## src/sv/sblc_pkg.sv

```systemverilog
// ----------------------------------------------------------------------------
// sblc_pkg
// Shared types and constants of the size-budget LRU cache tracker.
// ----------------------------------------------------------------------------
package sblc_pkg;

  localparam int unsigned SLOTS_DEF    = 32;
  localparam int unsigned KEY_BITS_DEF = 32;
  localparam int unsigned DATA_W       = 32;
  localparam int unsigned KIND_W       = 3;
  localparam logic [31:0] BUDGET_RST   = 32'd1048576;

  localparam logic [KIND_W-1:0] KIND_EVICT     = 3'd0;
  localparam logic [KIND_W-1:0] KIND_FETCH     = 3'd1;
  localparam logic [KIND_W-1:0] KIND_HIT       = 3'd2;
  localparam logic [KIND_W-1:0] KIND_MISMATCH  = 3'd3;
  localparam logic [KIND_W-1:0] KIND_TOO_LARGE = 3'd4;

  localparam logic REG_BUDGET = 1'b0;

  // input beat
  typedef struct packed {
    logic [31:0] item_id;
    logic [31:0] item_size;
  } access_t;

  // result beat
  typedef struct packed {
    logic [KIND_W-1:0] kind;
    logic [31:0]       result_id;
    logic              last;
    logic [31:0]       evict_total;
    logic [31:0]       fetch_total;
  } beat_t;

  // datapath commands
  typedef struct packed {
    logic load;      // capture the input beat
    logic scan;      // one slot of the search pass
    logic scan_clr;  // restart the scan pointer
    logic touch;     // move the hit slot to most recent
    logic evict;     // remove the oldest slot
    logic insert;    // place the new item
    logic emit;      // load the output register
    logic [KIND_W-1:0] kind;
    logic last;
  } cmd_t;

  // datapath status
  typedef struct packed {
    logic scan_done;
    logic hit;
    logic size_eq;
    logic too_large;
    logic need_evict;
    logic out_full;
  } sts_t;

endpackage

```

## src/sv/sblc_if.sv

```systemverilog
// ----------------------------------------------------------------------------
// sblc_if
// Valid/ready channel carrying a payload of parameterised type.
// ----------------------------------------------------------------------------
interface sblc_if #(parameter type payload_t = logic);
  logic     valid;
  logic     ready;
  payload_t data;
  modport source (output valid, output data, input ready);
  modport sink (input valid, input data, output ready);
endinterface

```

## src/sv/sblc_ram.sv

```systemverilog
// ----------------------------------------------------------------------------
// sblc_ram
// Generic single-port RAM with registered read.
// ----------------------------------------------------------------------------
module sblc_ram #(
  parameter int unsigned WIDTH = 32,
  parameter int unsigned DEPTH = 32
) (
  input  logic                     clk,
  input  logic                     we,
  input  logic [$clog2(DEPTH)-1:0] addr,
  input  logic [WIDTH-1:0]         wdata,
  output logic [WIDTH-1:0]         rdata
);
  logic [WIDTH-1:0] mem_r [DEPTH];
  always_ff @(posedge clk) begin
    if (we) begin
      mem_r[addr] <= wdata;
    end
    rdata <= mem_r[addr];
  end
endmodule

```

## src/sv/sblc_datapath.sv

```systemverilog
// ----------------------------------------------------------------------------
// sblc_datapath
// Slot store, recency ranks, byte and event counters, output register.
// ----------------------------------------------------------------------------
module sblc_datapath #(
  parameter int unsigned SLOTS    = sblc_pkg::SLOTS_DEF,
  parameter int unsigned KEY_BITS = sblc_pkg::KEY_BITS_DEF
) (
  input  logic                 clk,
  input  logic                 rst_n,
  input  sblc_pkg::cmd_t       cmd,
  output sblc_pkg::sts_t       sts,
  input  logic [31:0]          budget,
  input  logic [31:0]          in_id,
  input  logic [31:0]          in_size,
  input  logic                 out_ready,
  output logic                 out_valid,
  output logic [2:0]           out_kind,
  output logic [31:0]          out_id,
  output logic                 out_last,
  output logic [31:0]          out_evict,
  output logic [31:0]          out_fetch
);
  localparam int unsigned IW = $clog2(SLOTS);
  localparam int unsigned CW = $clog2(SLOTS + 1);
  localparam int unsigned KW = (KEY_BITS < 32) ? KEY_BITS : 32;

  logic [SLOTS-1:0] valid_r, valid_nxt;
  logic [IW-1:0]    rank_r [SLOTS];
  logic [KW-1:0]    key_r [SLOTS];
  logic [CW-1:0]    cnt_r;
  logic [31:0]      used_r, evict_r, fetch_r;
  logic [KW-1:0]    id_r;
  logic [31:0]      size_r;
  logic [IW-1:0]    ptr_r, hit_slot_r, old_slot_r;
  logic [CW-1:0]    ptr_cnt_r;
  logic             hit_r;
  logic             ov_r;
  logic [2:0]       kind_r;
  logic [31:0]      rid_r;
  logic             last_r;

  // byte sizes live in RAM; key/rank stay in flops for rank renumbering
  logic            ram_we;
  logic [IW-1:0]   ram_addr;
  logic [31:0]     ram_rd;
  logic [IW-1:0]   free_slot;
  logic            free_found;
  logic [IW-1:0]   target;

  always_comb begin
    free_slot  = '0;
    free_found = 1'b0;
    for (int i = SLOTS - 1; i >= 0; i--) begin
      if (!valid_r[i]) begin
        free_slot  = IW'(i);
        free_found = 1'b1;
      end
    end
  end

  assign ram_we   = cmd.insert && free_found;
  assign ram_addr = cmd.insert ? free_slot : (hit_r ? hit_slot_r : old_slot_r);

  sblc_ram #(.WIDTH(32), .DEPTH(1 << IW)) u_bytes (
    .clk(clk), .we(ram_we), .addr(ram_addr), .wdata(size_r),
    .rdata(ram_rd)
  );

  assign target = hit_r ? hit_slot_r : old_slot_r;

  logic [32:0] sum;
  assign sum = {1'b0, used_r} + {1'b0, size_r};

  assign sts.scan_done  = (ptr_cnt_r == CW'(SLOTS));
  assign sts.hit        = hit_r;
  assign sts.size_eq    = (ram_rd == size_r);
  assign sts.too_large  = (size_r > budget);
  assign sts.need_evict = (cnt_r != '0) &&
                          ((sum > {1'b0, budget}) || (cnt_r == CW'(SLOTS)));
  assign sts.out_full   = ov_r && !out_ready;

  always_ff @(posedge clk) begin
    if (cmd.load) begin
      id_r   <= in_id[KW-1:0];
      size_r <= in_size;
    end
    if (cmd.scan_clr || cmd.load) begin
      ptr_r     <= '0;
      ptr_cnt_r <= '0;
    end else if (cmd.scan) begin
      if (valid_r[ptr_r] && key_r[ptr_r] == id_r) begin
        hit_slot_r <= ptr_r;
      end
      if (valid_r[ptr_r] && rank_r[ptr_r] == '0) begin
        old_slot_r <= ptr_r;
      end
      ptr_r     <= (ptr_cnt_r == CW'(SLOTS - 1)) ? ptr_r : ptr_r + 1'b1;
      ptr_cnt_r <= ptr_cnt_r + 1'b1;
    end
  end

  always_ff @(posedge clk) begin
    if (!rst_n) begin
      hit_r <= 1'b0;
    end else if (cmd.load) begin
      hit_r <= 1'b0;
    end else if (cmd.scan && valid_r[ptr_r] && key_r[ptr_r] == id_r) begin
      hit_r <= 1'b1;
    end
  end

  always_comb begin
    valid_nxt = valid_r;
    if (cmd.evict) valid_nxt[old_slot_r] = 1'b0;
    if (cmd.insert && free_found) valid_nxt[free_slot] = 1'b1;
  end

  // rank renumbering is per-slot independent logic
  always_ff @(posedge clk) begin
    for (int i = 0; i < SLOTS; i++) begin
      if ((cmd.touch || cmd.evict) && valid_r[i] && IW'(i) != target &&
          rank_r[i] > rank_r[target]) begin
        rank_r[i] <= rank_r[i] - 1'b1;
      end
    end
    if (cmd.touch) rank_r[hit_slot_r] <= IW'(cnt_r - 1'b1);
    if (cmd.insert && free_found) begin
      rank_r[free_slot] <= IW'(cnt_r);
      key_r[free_slot]  <= id_r;
    end
  end

  always_ff @(posedge clk) begin
    if (!rst_n) begin
      valid_r <= '0;
      cnt_r   <= '0;
      used_r  <= '0;
      evict_r <= '0;
      fetch_r <= '0;
      ov_r    <= 1'b0;
    end else begin
      valid_r <= valid_nxt;
      if (cmd.evict) begin
        cnt_r   <= cnt_r - 1'b1;
        used_r  <= (ram_rd > used_r) ? '0 : used_r - ram_rd;
        evict_r <= evict_r + 1'b1;
      end
      if (cmd.insert) begin
        fetch_r <= fetch_r + 1'b1;
        if (free_found) begin
          cnt_r  <= cnt_r + 1'b1;
          used_r <= sum[31:0];
        end
      end
      if (cmd.emit) begin
        ov_r <= 1'b1;
      end else if (out_ready) begin
        ov_r <= 1'b0;
      end
    end
  end

  // the output beat carries the counters after the event
  always_ff @(posedge clk) begin
    if (cmd.emit) begin
      kind_r <= cmd.kind;
      last_r <= cmd.last;
      rid_r  <= cmd.evict ? 32'(key_r[old_slot_r]) : 32'(id_r);
    end
  end

  logic [31:0] evict_out_r, fetch_out_r;
  always_ff @(posedge clk) begin
    if (cmd.emit) begin
      evict_out_r <= cmd.evict ? evict_r + 1'b1 : evict_r;
      fetch_out_r <= cmd.insert ? fetch_r + 1'b1 : fetch_r;
    end
  end

  assign out_valid = ov_r;
  assign out_kind  = kind_r;
  assign out_id    = rid_r;
  assign out_last  = last_r;
  assign out_evict = evict_out_r;
  assign out_fetch = fetch_out_r;
endmodule

```

## src/sv/sblc_ctrl.sv

```systemverilog
// ----------------------------------------------------------------------------
// sblc_ctrl
// Access sequencer: search pass, hit handling, eviction loop, fetch.
// ----------------------------------------------------------------------------
module sblc_ctrl (
  input  logic           clk,
  input  logic           rst_n,
  input  logic           in_valid,
  output logic           in_ready,
  input  sblc_pkg::sts_t sts,
  output sblc_pkg::cmd_t cmd
);
  localparam logic [2:0] ST_IDLE  = 3'd0;
  localparam logic [2:0] ST_SCAN  = 3'd1;
  localparam logic [2:0] ST_READ  = 3'd2;
  localparam logic [2:0] ST_DEC   = 3'd3;
  localparam logic [2:0] ST_EVICT = 3'd4;

  logic [2:0] state_r, state_nxt;

  assign in_ready = (state_r == ST_IDLE) && !sts.out_full;

  always_comb begin
    cmd       = '0;
    state_nxt = state_r;
    case (state_r)
      ST_IDLE: begin
        if (in_valid && in_ready) begin
          cmd.load  = 1'b1;
          state_nxt = ST_SCAN;
        end
      end
      ST_SCAN: begin
        if (sts.scan_done) begin
          state_nxt = ST_READ;
        end else begin
          cmd.scan = 1'b1;
        end
      end
      // wait state for the registered byte read
      ST_READ: state_nxt = ST_DEC;
      ST_DEC: begin
        if (!sts.out_full) begin
          cmd.emit = 1'b1;
          cmd.last = 1'b1;
          state_nxt = ST_IDLE;
          if (sts.hit) begin
            if (sts.size_eq) begin
              cmd.kind  = sblc_pkg::KIND_HIT;
              cmd.touch = 1'b1;
            end else begin
              cmd.kind = sblc_pkg::KIND_MISMATCH;
            end
          end else if (sts.too_large) begin
            cmd.kind = sblc_pkg::KIND_TOO_LARGE;
          end else if (sts.need_evict) begin
            cmd.kind  = sblc_pkg::KIND_EVICT;
            cmd.last  = 1'b0;
            cmd.evict = 1'b1;
            state_nxt = ST_EVICT;
          end else begin
            cmd.kind   = sblc_pkg::KIND_FETCH;
            cmd.insert = 1'b1;
          end
        end
      end
      // rescan to find the new oldest slot
      ST_EVICT: begin
        cmd.scan_clr = 1'b1;
        state_nxt    = ST_SCAN;
      end
      default: state_nxt = ST_IDLE;
    endcase
  end

  always_ff @(posedge clk) begin
    if (!rst_n) begin
      state_r <= ST_IDLE;
    end else begin
      state_r <= state_nxt;
    end
  end
endmodule

```

## src/sv/size_budget_lru_cache_unit.sv

```systemverilog
// ----------------------------------------------------------------------------
// size_budget_lru_cache_unit
// Size-aware LRU residency tracker with a byte budget.
// ----------------------------------------------------------------------------
// in_ channel: one beat per access (item_id, item_size).
// out_ channel: one or more beats per access; evictions in LRU order, then
//   a closing beat (fetch, hit, mismatch or too large) with last set.
// cfg_ port: APB-style, register 0 at address 0 is byte_budget.
// Sequence: a sequential search pass over all slots, a step to close it,
//   the registered byte read and a decision step that loads the first beat;
//   after each eviction beat a clear step and a fresh pass follow before
//   the next beat is loaded.
// One access is handled at a time; in_ready is low while one is in flight
//   and rises once the sequencer is back in idle after the closing beat is
//   loaded and the output register is not held by a stalled receiver.
// The output register holds a beat while the receiver stalls and the
//   sequencer waits on it, so no beat is lost; in_ready stays low meanwhile.
// Reset clears slots, counters and the budget to its default; no clearing
//   pass is needed.
// ----------------------------------------------------------------------------
module size_budget_lru_cache_unit #(
  parameter int unsigned SLOTS    = sblc_pkg::SLOTS_DEF,
  parameter int unsigned KEY_BITS = sblc_pkg::KEY_BITS_DEF
) (
  input  logic        clk,
  input  logic        rst_n,
  sblc_if.sink        in_ch,
  sblc_if.source      out_ch,
  input  logic        cfg_psel,
  input  logic        cfg_penable,
  input  logic        cfg_pwrite,
  input  logic [1:0]  cfg_paddr,
  input  logic [31:0] cfg_pwdata,
  output logic [31:0] cfg_prdata,
  output logic        cfg_pready
);
  sblc_pkg::cmd_t cmd;
  sblc_pkg::sts_t sts;
  logic [31:0]    budget_r;
  logic           reg_hit;

  assign cfg_pready = 1'b1;
  assign reg_hit    = (cfg_paddr[1:0] == 2'b00) &&
                      (1'b0 == sblc_pkg::REG_BUDGET);
  assign cfg_prdata = reg_hit ? budget_r : '0;

  always_ff @(posedge clk) begin
    if (!rst_n) begin
      budget_r <= sblc_pkg::BUDGET_RST;
    end else if (cfg_psel && cfg_penable && cfg_pwrite && reg_hit) begin
      budget_r <= cfg_pwdata;
    end
  end

  sblc_ctrl u_ctrl (
    .clk(clk), .rst_n(rst_n), .in_valid(in_ch.valid), .in_ready(in_ch.ready),
    .sts(sts), .cmd(cmd)
  );

  sblc_datapath #(.SLOTS(SLOTS), .KEY_BITS(KEY_BITS)) u_dp (
    .clk(clk), .rst_n(rst_n), .cmd(cmd), .sts(sts), .budget(budget_r),
    .in_id(in_ch.data.item_id), .in_size(in_ch.data.item_size),
    .out_ready(out_ch.ready), .out_valid(out_ch.valid),
    .out_kind(out_ch.data.kind), .out_id(out_ch.data.result_id),
    .out_last(out_ch.data.last), .out_evict(out_ch.data.evict_total),
    .out_fetch(out_ch.data.fetch_total)
  );

`ifndef SYNTHESIS
  a_no_emit_stalled: assert property (@(posedge clk) disable iff (!rst_n)
    sts.out_full |-> !cmd.emit) else $error("beat overwritten");
  a_no_accept_busy: assert property (@(posedge clk) disable iff (!rst_n)
    cmd.load |=> !in_ch.ready) else $error("second access accepted");
  a_evict_not_last: assert property (@(posedge clk) disable iff (!rst_n)
    (out_ch.valid && out_ch.data.kind == sblc_pkg::KIND_EVICT) |->
    !out_ch.data.last) else $error("eviction closed access");
`endif
endmodule

```

## src/flat_wrapper.sv

```systemverilog
// flat-port wrapper written by rule: the top's interface ports become plain ports
module size_budget_lru_cache_unit_flat 
#(
  parameter int unsigned SLOTS    = sblc_pkg::SLOTS_DEF,
  parameter int unsigned KEY_BITS = sblc_pkg::KEY_BITS_DEF
)
  (clk, rst_n, cfg_psel, cfg_penable, cfg_pwrite, cfg_paddr, cfg_pwdata, cfg_prdata, cfg_pready, in_ch_valid, in_ch_data, in_ch_ready, out_ch_valid, out_ch_data, out_ch_ready);
  sblc_if #(.payload_t(sblc_pkg::access_t)) in_ch_i ();
  sblc_if #(.payload_t(sblc_pkg::beat_t)) out_ch_i ();
  input  logic clk;
  input  logic rst_n;
  input  logic cfg_psel;
  input  logic cfg_penable;
  input  logic cfg_pwrite;
  input  logic [1:0] cfg_paddr;
  input  logic [31:0] cfg_pwdata;
  output logic [31:0] cfg_prdata;
  output logic cfg_pready;
  input wire logic [$bits(in_ch_i.valid)-1:0] in_ch_valid;
  input wire logic [$bits(in_ch_i.data)-1:0] in_ch_data;
  output wire logic [$bits(in_ch_i.ready)-1:0] in_ch_ready;
  output wire logic [$bits(out_ch_i.valid)-1:0] out_ch_valid;
  output wire logic [$bits(out_ch_i.data)-1:0] out_ch_data;
  input wire logic [$bits(out_ch_i.ready)-1:0] out_ch_ready;
  assign in_ch_i.valid = in_ch_valid;
  assign in_ch_i.data = in_ch_data;
  assign in_ch_ready = in_ch_i.ready;
  assign out_ch_valid = out_ch_i.valid;
  assign out_ch_data = out_ch_i.data;
  assign out_ch_i.ready = out_ch_ready;
  size_budget_lru_cache_unit #(.SLOTS(SLOTS), .KEY_BITS(KEY_BITS)) u_core (.clk(clk), .rst_n(rst_n), .in_ch(in_ch_i), .out_ch(out_ch_i), .cfg_psel(cfg_psel), .cfg_penable(cfg_penable), .cfg_pwrite(cfg_pwrite), .cfg_paddr(cfg_paddr), .cfg_pwdata(cfg_pwdata), .cfg_prdata(cfg_prdata), .cfg_pready(cfg_pready));
endmodule
```

## config.mk

```make
export PLATFORM = sky130hd
export DESIGN_NAME = size_budget_lru_cache_unit_flat
export DESIGN_NICKNAME = d
export VERILOG_FILES = /design/src/sv/sblc_pkg.sv /design/src/sv/sblc_if.sv /design/src/sv/sblc_ram.sv /design/src/sv/sblc_datapath.sv /design/src/sv/sblc_ctrl.sv /design/src/sv/size_budget_lru_cache_unit.sv /design/src/flat_wrapper.sv
export SDC_FILE = /design/constraint.sdc
export NUM_CORES = 2
export LEC_CHECK = 0
export ABC_AREA = 1
export BUFFER_PORTS_ARGS = -buffer_cell sky130_fd_sc_hd__buf_4
export CAP_MARGIN = 10
export CORE_MARGIN = 2
export CORE_UTILIZATION = 35
export CTS_BUF_LIST = sky130_fd_sc_hd__clkbuf_4 sky130_fd_sc_hd__clkbuf_8 sky130_fd_sc_hd__clkbuf_16
export DETAILED_ROUTE_END_ITERATION = 6
export PLACE_DENSITY = 0.6
export REMOVE_ABC_BUFFERS = 1
export SLEW_MARGIN = 25
export SYNTH_ARGS = -nofsm -noshare
export SYNTH_HDL_FRONTEND = slang
export SYNTH_HIERARCHICAL = 1
export SYNTH_SLANG_ARGS = --single-unit
```

## constraint.sdc

```tcl
create_clock -name clk -period 10.6 [get_ports clk]
set_clock_uncertainty 0.2 [all_clocks]
set_input_delay 2.12 -clock clk [delete_from_list [all_inputs] [get_ports clk]]
set_output_delay 2.12 -clock clk [all_outputs]
set_load 0.03 [all_outputs]
```

# Yosys cells after proc, flatten, opt, wreduce, memory -nomap -nowiden
# Memory sizes are Yosys's and may differ from the RTL's. A register that Yosys moved wholly into a read port is not among the register bits.
# Index checks and enable logic that the tools add are counted.
[word_totals]
n_memories = 3
inputBits = 105
wordCells = 470
mem_bits_rw = 2208
register_bits = 356
out_inout_bits = 135
[op_classes]
n_mux = 189
n_lt_le_gt_ge = 40
n_addsub = 40
n_eq_ne = 43
bitwise = 7
n_reduce_logical = 128
[memory_table]
columns = ["name", "words", "width", "rd", "rd_clocked_by_memory_dff", "write_ports", "line", "source"]
rows = [
  ["u_core.u_dp.key_r", 32, 32, 2, 2, 1, "sblc_datapath.sv:30", "logic [KW-1:0] key_r [SLOTS];"],
  ["u_core.u_dp.u_bytes.mem_r", 32, 32, 1, 1, 1, "sblc_ram.sv:15", "logic [WIDTH-1:0] mem_r [DEPTH];"],
  ["u_core.u_dp.rank_r", 32, 5, 34, 1, 33, "sblc_datapath.sv:29", "logic [IW-1:0] rank_r [SLOTS];"],
]
[ops]
columns = ["op", "count"]
rows = [
  ["2-to-1 mux 32 bit", 10],
  ["2-to-1 mux 5 bit", 41],
  ["> comparator 5 bit", 32],
  ["subtractor 5 x 1 -> 5 bit (second input constant)", 32],
  ["2-to-1 mux 1 bit", 119],
  ["logical AND 1 bit", 110],
  ["!= test 5 bit (first input constant)", 16],
  ["adder 32 x 1 -> 32 bit (second input constant)", 2],
  ["equality test 32 bit", 2],
  ["> comparator 32 bit", 2],
  ["!= test 4 x 5 -> 1 bit (first input constant)", 8],
  ["adder 32 x 32 -> 33 bit", 1],
  ["> comparator 33 x 32 -> 1 bit", 1],
  ["bitwise AND 32 bit", 1],
  ["NOT 32 bit", 1],
  ["bitwise OR 32 bit", 1],
  ["subtractor 32 bit", 1],
  ["2-to-1 mux 3 bit", 8],
  ["!= test 3 x 5 -> 1 bit (first input constant)", 4],
  ["less-than comparator 5 x 6 -> 1 bit (second input constant)", 3],
  ["2-to-1 mux 6 bit", 3],
  ["2-to-1 mux 8 bit", 2],
  ["case mux 3 bit (5 select lines)", 1],
  ["adder 6 x 1 -> 6 bit (second input constant)", 2],
  ["other kinds (28)", 44],
]

# Depth between registers and ports, before layout
[logic_depth]
ltp_word = 38
depth_mapped = 43
depth_no_buf = 42

# Cells and area by module
# Netlist, hierarchy kept.
[by_module_without_submodules]
columns = ["module", "seq_area_each_um2", "cells_each", "n_inst", "area_per_inst_um2"]
rows = [
  ["sblc_datapath", 43922.1, 9251, 1, 83921.7],
  ["sblc_ram", 31390.1, 4091, 1, 42916.2],
  ["size_budget_lru_cache_unit", 640.6, 280, 1, 1676.6],
  ["sblc_ctrl", 60.1, 47, 1, 282.8],
]

# Least setup slack after synthesis
# OpenSTA, ideal clock, no wires.
[synth_path]
kind = "input port to flip-flop"
from = "in out_ch_ready"
to = "mem u_core.u_dp.u_bytes.mem_r[10][0], enable pin"
setup_time_ps = 421
n_path_buf = 3
setup_slack_ps = 1525
stages = 13
arrival_time_ps = 8454
t_required_ps = 9979
path_cell_list = "nor2_1 -> nor3_4 -> nand2_2 -> nor2_1 -> clkbuf_1 -> clkinv_1 -> clkbuf_1 -> o21ai_0 -> inv_2 -> nor3_2 -> clkbuf_1 -> inv_1 -> nor2_1"
[synth_lines]
columns = ["element", "line", "source"]
rows = [
  ["start, declared", "flat_wrapper.sv:24", "input wire logic [$bits(out_ch_i.ready)-1:0] out_ch_ready;"],
  ["end, declared", "sblc_ram.sv:15", ""],
]

==> impl_results.md <==
- Final number of hold-violating endpoints: 0
- First DRT Iteration DRCs: 12985
- Mean cell area of the mapped netlist: 9.423 µm²
- Max cap viols: 0
- Worst R2R Setup Slack: 1.45 ns
- Buffer cell driving the clock tree root: clkbuf_16
- Share of the synthesized netlist area taken by xor and xnor gates: 1.170%
- Aggregate routed wire length: 460300 µm
- Chip Height: 610.6 µm
- Hold/Removal Path Class: register to register
- First-pass GRT wire length: 665600 µm
- Startpoint Class: register
- Buffers from clock root to sink, at most: 4
- DR WL/cell: 24.55 µm
- Floorplan die area: ~0.37 mm²
- Fill cell instance count of the final layout: 35638
- Post-CTS clock slew at the launch and capture registers of the worst setup and hold paths: roughly 0.06 ns
- Static leakage power: 55.41 nW
- Number of hold buffers added after cts: 0
- Basic-gate share of the synthesized area counting and, or, nand and nor cells: 19.14%
- Number of enable flip-flop cells after synthesis: 2382
- Most used flip-flop cell after synthesis: edfxtp_1
- Tot Pwr: 0.02687 W
- Crit path buf inv count: 4
- Clock tree from TritonCTS: done
- Switching Power: around 0.0083 W
- Max transition margin: 25.27%
- Highest cell delay on the worst timing path: 1.14 ns
- Buffers inserted during post-CTS setup optimization: 0
- Number of antenna violations at the first check in global routing: 21
- Proportion of layout cells with a drive suffix above 1: 8.474%
- Sort of element at the end of the critical path: register
- Path type of the worst setup path: register to register
- Switching part of the total power: between 30 and 40%
- Setup ws final: 1.451 ns
- Maximum number of pins on one net before global-route repair: about 200
- Data required, critical path: about 11 ns
- Yosys reg bits: 2606
- VDD IR-drop max: around 0.00021 V
- Total CTS buffers: 292
- Clock latency on the worst-skew pair: approximately 0.95 ns
- Total of cells resized after clock tree synthesis: 0
- Pins Over Slew Limit: 0
- Final total negative setup slack: 0 ns
- Proportion of power drawn by the clock network: a little under two fifths
- YS warnings: 6
- Cell Rows: 222
- Total power per unit cell area: 184.1 mW/mm²
- Pre-CTS WS: 1.670 ns
- Count of TritonRoute iterations in the first routing pass: 7
- RSZ-0062 raised after global routing: no
- Gr ovfl total: 0
- Vias in the first global route: 98476
- Number of sinks driven by the clock tree: approximately 2600
- Arrival time of data at the critical path endpoint: 9.49 ns
- Cell count after synthesis: 13669
- Run status: finished, final reports clean
- Antenna-violating nets left: 0
- Portion of the post-synthesis area used by sequential elements: 59.02%
- Shortest clock period the worst path allows after layout: 9.149 ns
- Total of buffers placed on input and output ports: approximately 240
- Adder-cell share of the synthesized area: 3.208%
- Post-synthesis to final-layout area growth: 13.31%
- Final setup violating endpoints: 0
- # H-tree levels: 5
- Initial core utilization: 35.18%
- Number of cells in the design after placement: 18198
- Proportion of power drawn by flip-flops and latches: 43.2%
- Fin Hold WS: 0.2967 ns
- Global Route Usage Sum: 23.76%
- Async set-reset flop share out of synthesis: 0%
- Maximum fanout encountered on the critical timing path: 18
- Placer's final routability congestion estimate: 0.9655
- Final instance count without filler cells: 18753
- Final Cycle Share: 86.31%
- Combinational group share of total power: roughly a fifth
- Transition at the pin with the smallest max-transition slack: ~1.1 ns
- Number of vias per cell after detailed routing: 5.614
- IO Count: 240
- DP HPWL: about 270000 µm
- Internal power of the cells: approximately 0.019 W
- Horizontal die dimension: just over 600 µm
- Dominant combinational cell family by area after synthesis: simple AND/OR/NAND/NOR gates
- Post-synthesis compound-gate area fraction: 12.80%
- Top Family by Delay on Critical Path: compound AO/OA/AOI/OAI gates
- Post-synthesis cell type count: 69
- Critical Path Slowest Stage Cell: o21ai_1
- Final routed DRC violation total: 0
- Overall via count from detail_route: 105270
- Combined area of all synthesized cells: 0.1288 mm²
- Core Footprint: 0.3661 mm²
- Nets: 14112
- Fmax: about 110 MHz
- Share of cell area taken by muxes after synthesis: less than 1%
## flip-flops by register name (all words and copies together) (netlist names), 5 cells and up, named ones only
signal	cells
u_core/u_dp/out_fetch	32
u_core/u_dp/key_r	1024
u_core/u_dp/id_r	32
u_core/u_dp/hit_slot_r	5
u_core/u_dp/size_r	32
u_core/u_dp/ptr_cnt_r	6
u_core/u_dp/old_slot_r	5
u_core/u_dp/used_r	32
u_core/u_dp/u_bytes/rdata	32
u_core/u_dp/valid_r	32
u_core/u_dp/u_bytes/mem_r	1024
u_core/u_dp/out_evict	32
u_core/u_dp/ptr_r	5
u_core/budget_r	32
u_core/u_dp/fetch_r	32
u_core/u_dp/cnt_r	6
u_core/u_dp/evict_r	32
u_core/u_dp/rank_r	160
u_core/u_dp/out_id	32
## metal layers
metal	wire, µm	vias up	GRT usage (%)
met4	25970	8	11.84
li1	-	47705	-
met2	212100	5520	38.66
met1	181200	50829	30.94
met5	50	-	0
met3	41000	1208	3.456
## cells by family after synthesis
kind of cell,count (synthesis)
flops,2606
xor+xnor,172
buf+inv,1514
fa+ha+maj,329
compound gates,2860
other cells,1
mux,2
simple gates,6185
## worst paths after layout
path                            depth (start not counted)                                          to                               start
worst min register to register                          2          u_core/u_dp/valid_r[31]$_SDFF_PN0_  u_core/u_dp/valid_r[31]$_SDFF_PN0_
worst max register to register                         32  u_core/u_dp/u_bytes/mem_r[9][12]$_DFFE_PP_     u_core/u_dp/size_r[2]$_DFFE_PP_
worst min-delay path                                    2          u_core/u_dp/valid_r[31]$_SDFF_PN0_  u_core/u_dp/valid_r[31]$_SDFF_PN0_
worst max-delay path                                   32  u_core/u_dp/u_bytes/mem_r[9][12]$_DFFE_PP_     u_core/u_dp/size_r[2]$_DFFE_PP_
## layout make-up
type / instances / area [µm²] / area share, %
Sequential cell: 2606 / 76050 / 52.11
Multi-Input combinational cell: 9549 / 47220 / 32.36
Clock buffer: 349 / 7860 / 5.386
Tap cell: 4816 / 6026 / 4.129
Timing Repair Buffer: 513 / 4405 / 3.019
Inverter: 716 / 2760 / 1.891
Clock inverter: 180 / 1564 / 1.072
Antenna cell: 24 / 60.06 / 0.04115
## Yosys cell counts (8+ instances only)
library cell	count	share of area, %
nand2_1	3664	11
edfxtp_1	2382	56
nor2_1	1738	5.1
o21ai_0	1611	6.3
inv_1	684	2.0
clkbuf_1	568	1.7
nand3_1	482	1.9
o22ai_1	408	2.0
ha_1	327	3.2
a21oi_1	324	1.3
o221ai_1	274	1.9
dfxtp_1	224	3.5
buf_2	173	0.67
xor2_1	123	0.84
nand4_1	103	0.50
nor3_1	80	0.31
o211ai_1	64	0.37
xnor2_1	49	0.33
buf_1	37	0.11
or2_2	33	0.16
nor4_1	29	0.14
a31oi_1	23	0.11
o21ai_1	21	0.082
inv_2	19	0.055
a221oi_1	17	0.12
buf_4	16	0.093
o32ai_1	15	0.10
a22oi_1	14	0.082
o31ai_1	14	0.082
clkinv_1	13	0.038
o21bai_1	9	0.052
a211oi_1	8	0.047
nor3_2	8	0.062
o311ai_0	8	0.054
## worst reg2reg max path: cells and delay by family, from the launching register on
family / cells / cell delay [ns]
AO/OA/AOI/OAI: 13 / 3.51
XOR/XNOR: 1 / 0.23
adder cells (fa/ha/maj): 2 / 0.66
buffers and inverters: 4 / 1.66
flip-flops: 1 / 0.41
AND/OR/NAND/NOR: 12 / 2.12
## cells in the final DEF (no fill, tap or decap), types with 13 or more instances in the layout
cell        instances
a21oi_1           324
a221oi_1           17
a22oi_1            14
a31oi_1            22
buf_12             28
buf_4             474
bufinv_16          20
clkbuf_16         297
clkbuf_4           46
clkinv_1           69
clkinv_2           63
clkinvlp_4         13
dfxtp_1           214
diode_2            24
edfxtp_1         2382
ha_1              327
inv_1             647
inv_2              43
nand2_1          3664
nand3_1           482
nand4_1           103
nor2_1           1700
nor2_4             41
nor3_1             78
nor4_1             28
o211ai_1           64
o21ai_0          1602
o21ai_1            24
o221ai_1          274
o22ai_1           408
o31ai_1            14
o32ai_1            15
or2_2              33
xnor2_1            48
xor2_1            123
## power groups by stage
stage / sequential [W] / combinational (W) / clock, W
2_1_floorplan: 0.0121 / 0.00299 / 0
3_3_place_gp: 0.0118 / 0.00493 / 0
3_5_place_dp: 0.0118 / 0.00497 / 0
4_1_cts: 0.0116 / 0.00499 / 0.0103
5_1_grt: 0.0116 / 0.00548 / 0.0107
6_report: 0.0116 / 0.00511 / 0.0101
## through the flow
stage | utilization, % | area [µm²]
2_1_floorplan | - | 125500
3_3_place_gp | 37.19 | 136200
3_5_place_dp | 37.26 | 136400
4_1_cts | 39.83 | 145800
5_1_grt | 39.86 | 145900
6_report | 39.86 | 145900
No activity file was read; power rests on OpenSTA's default activity.
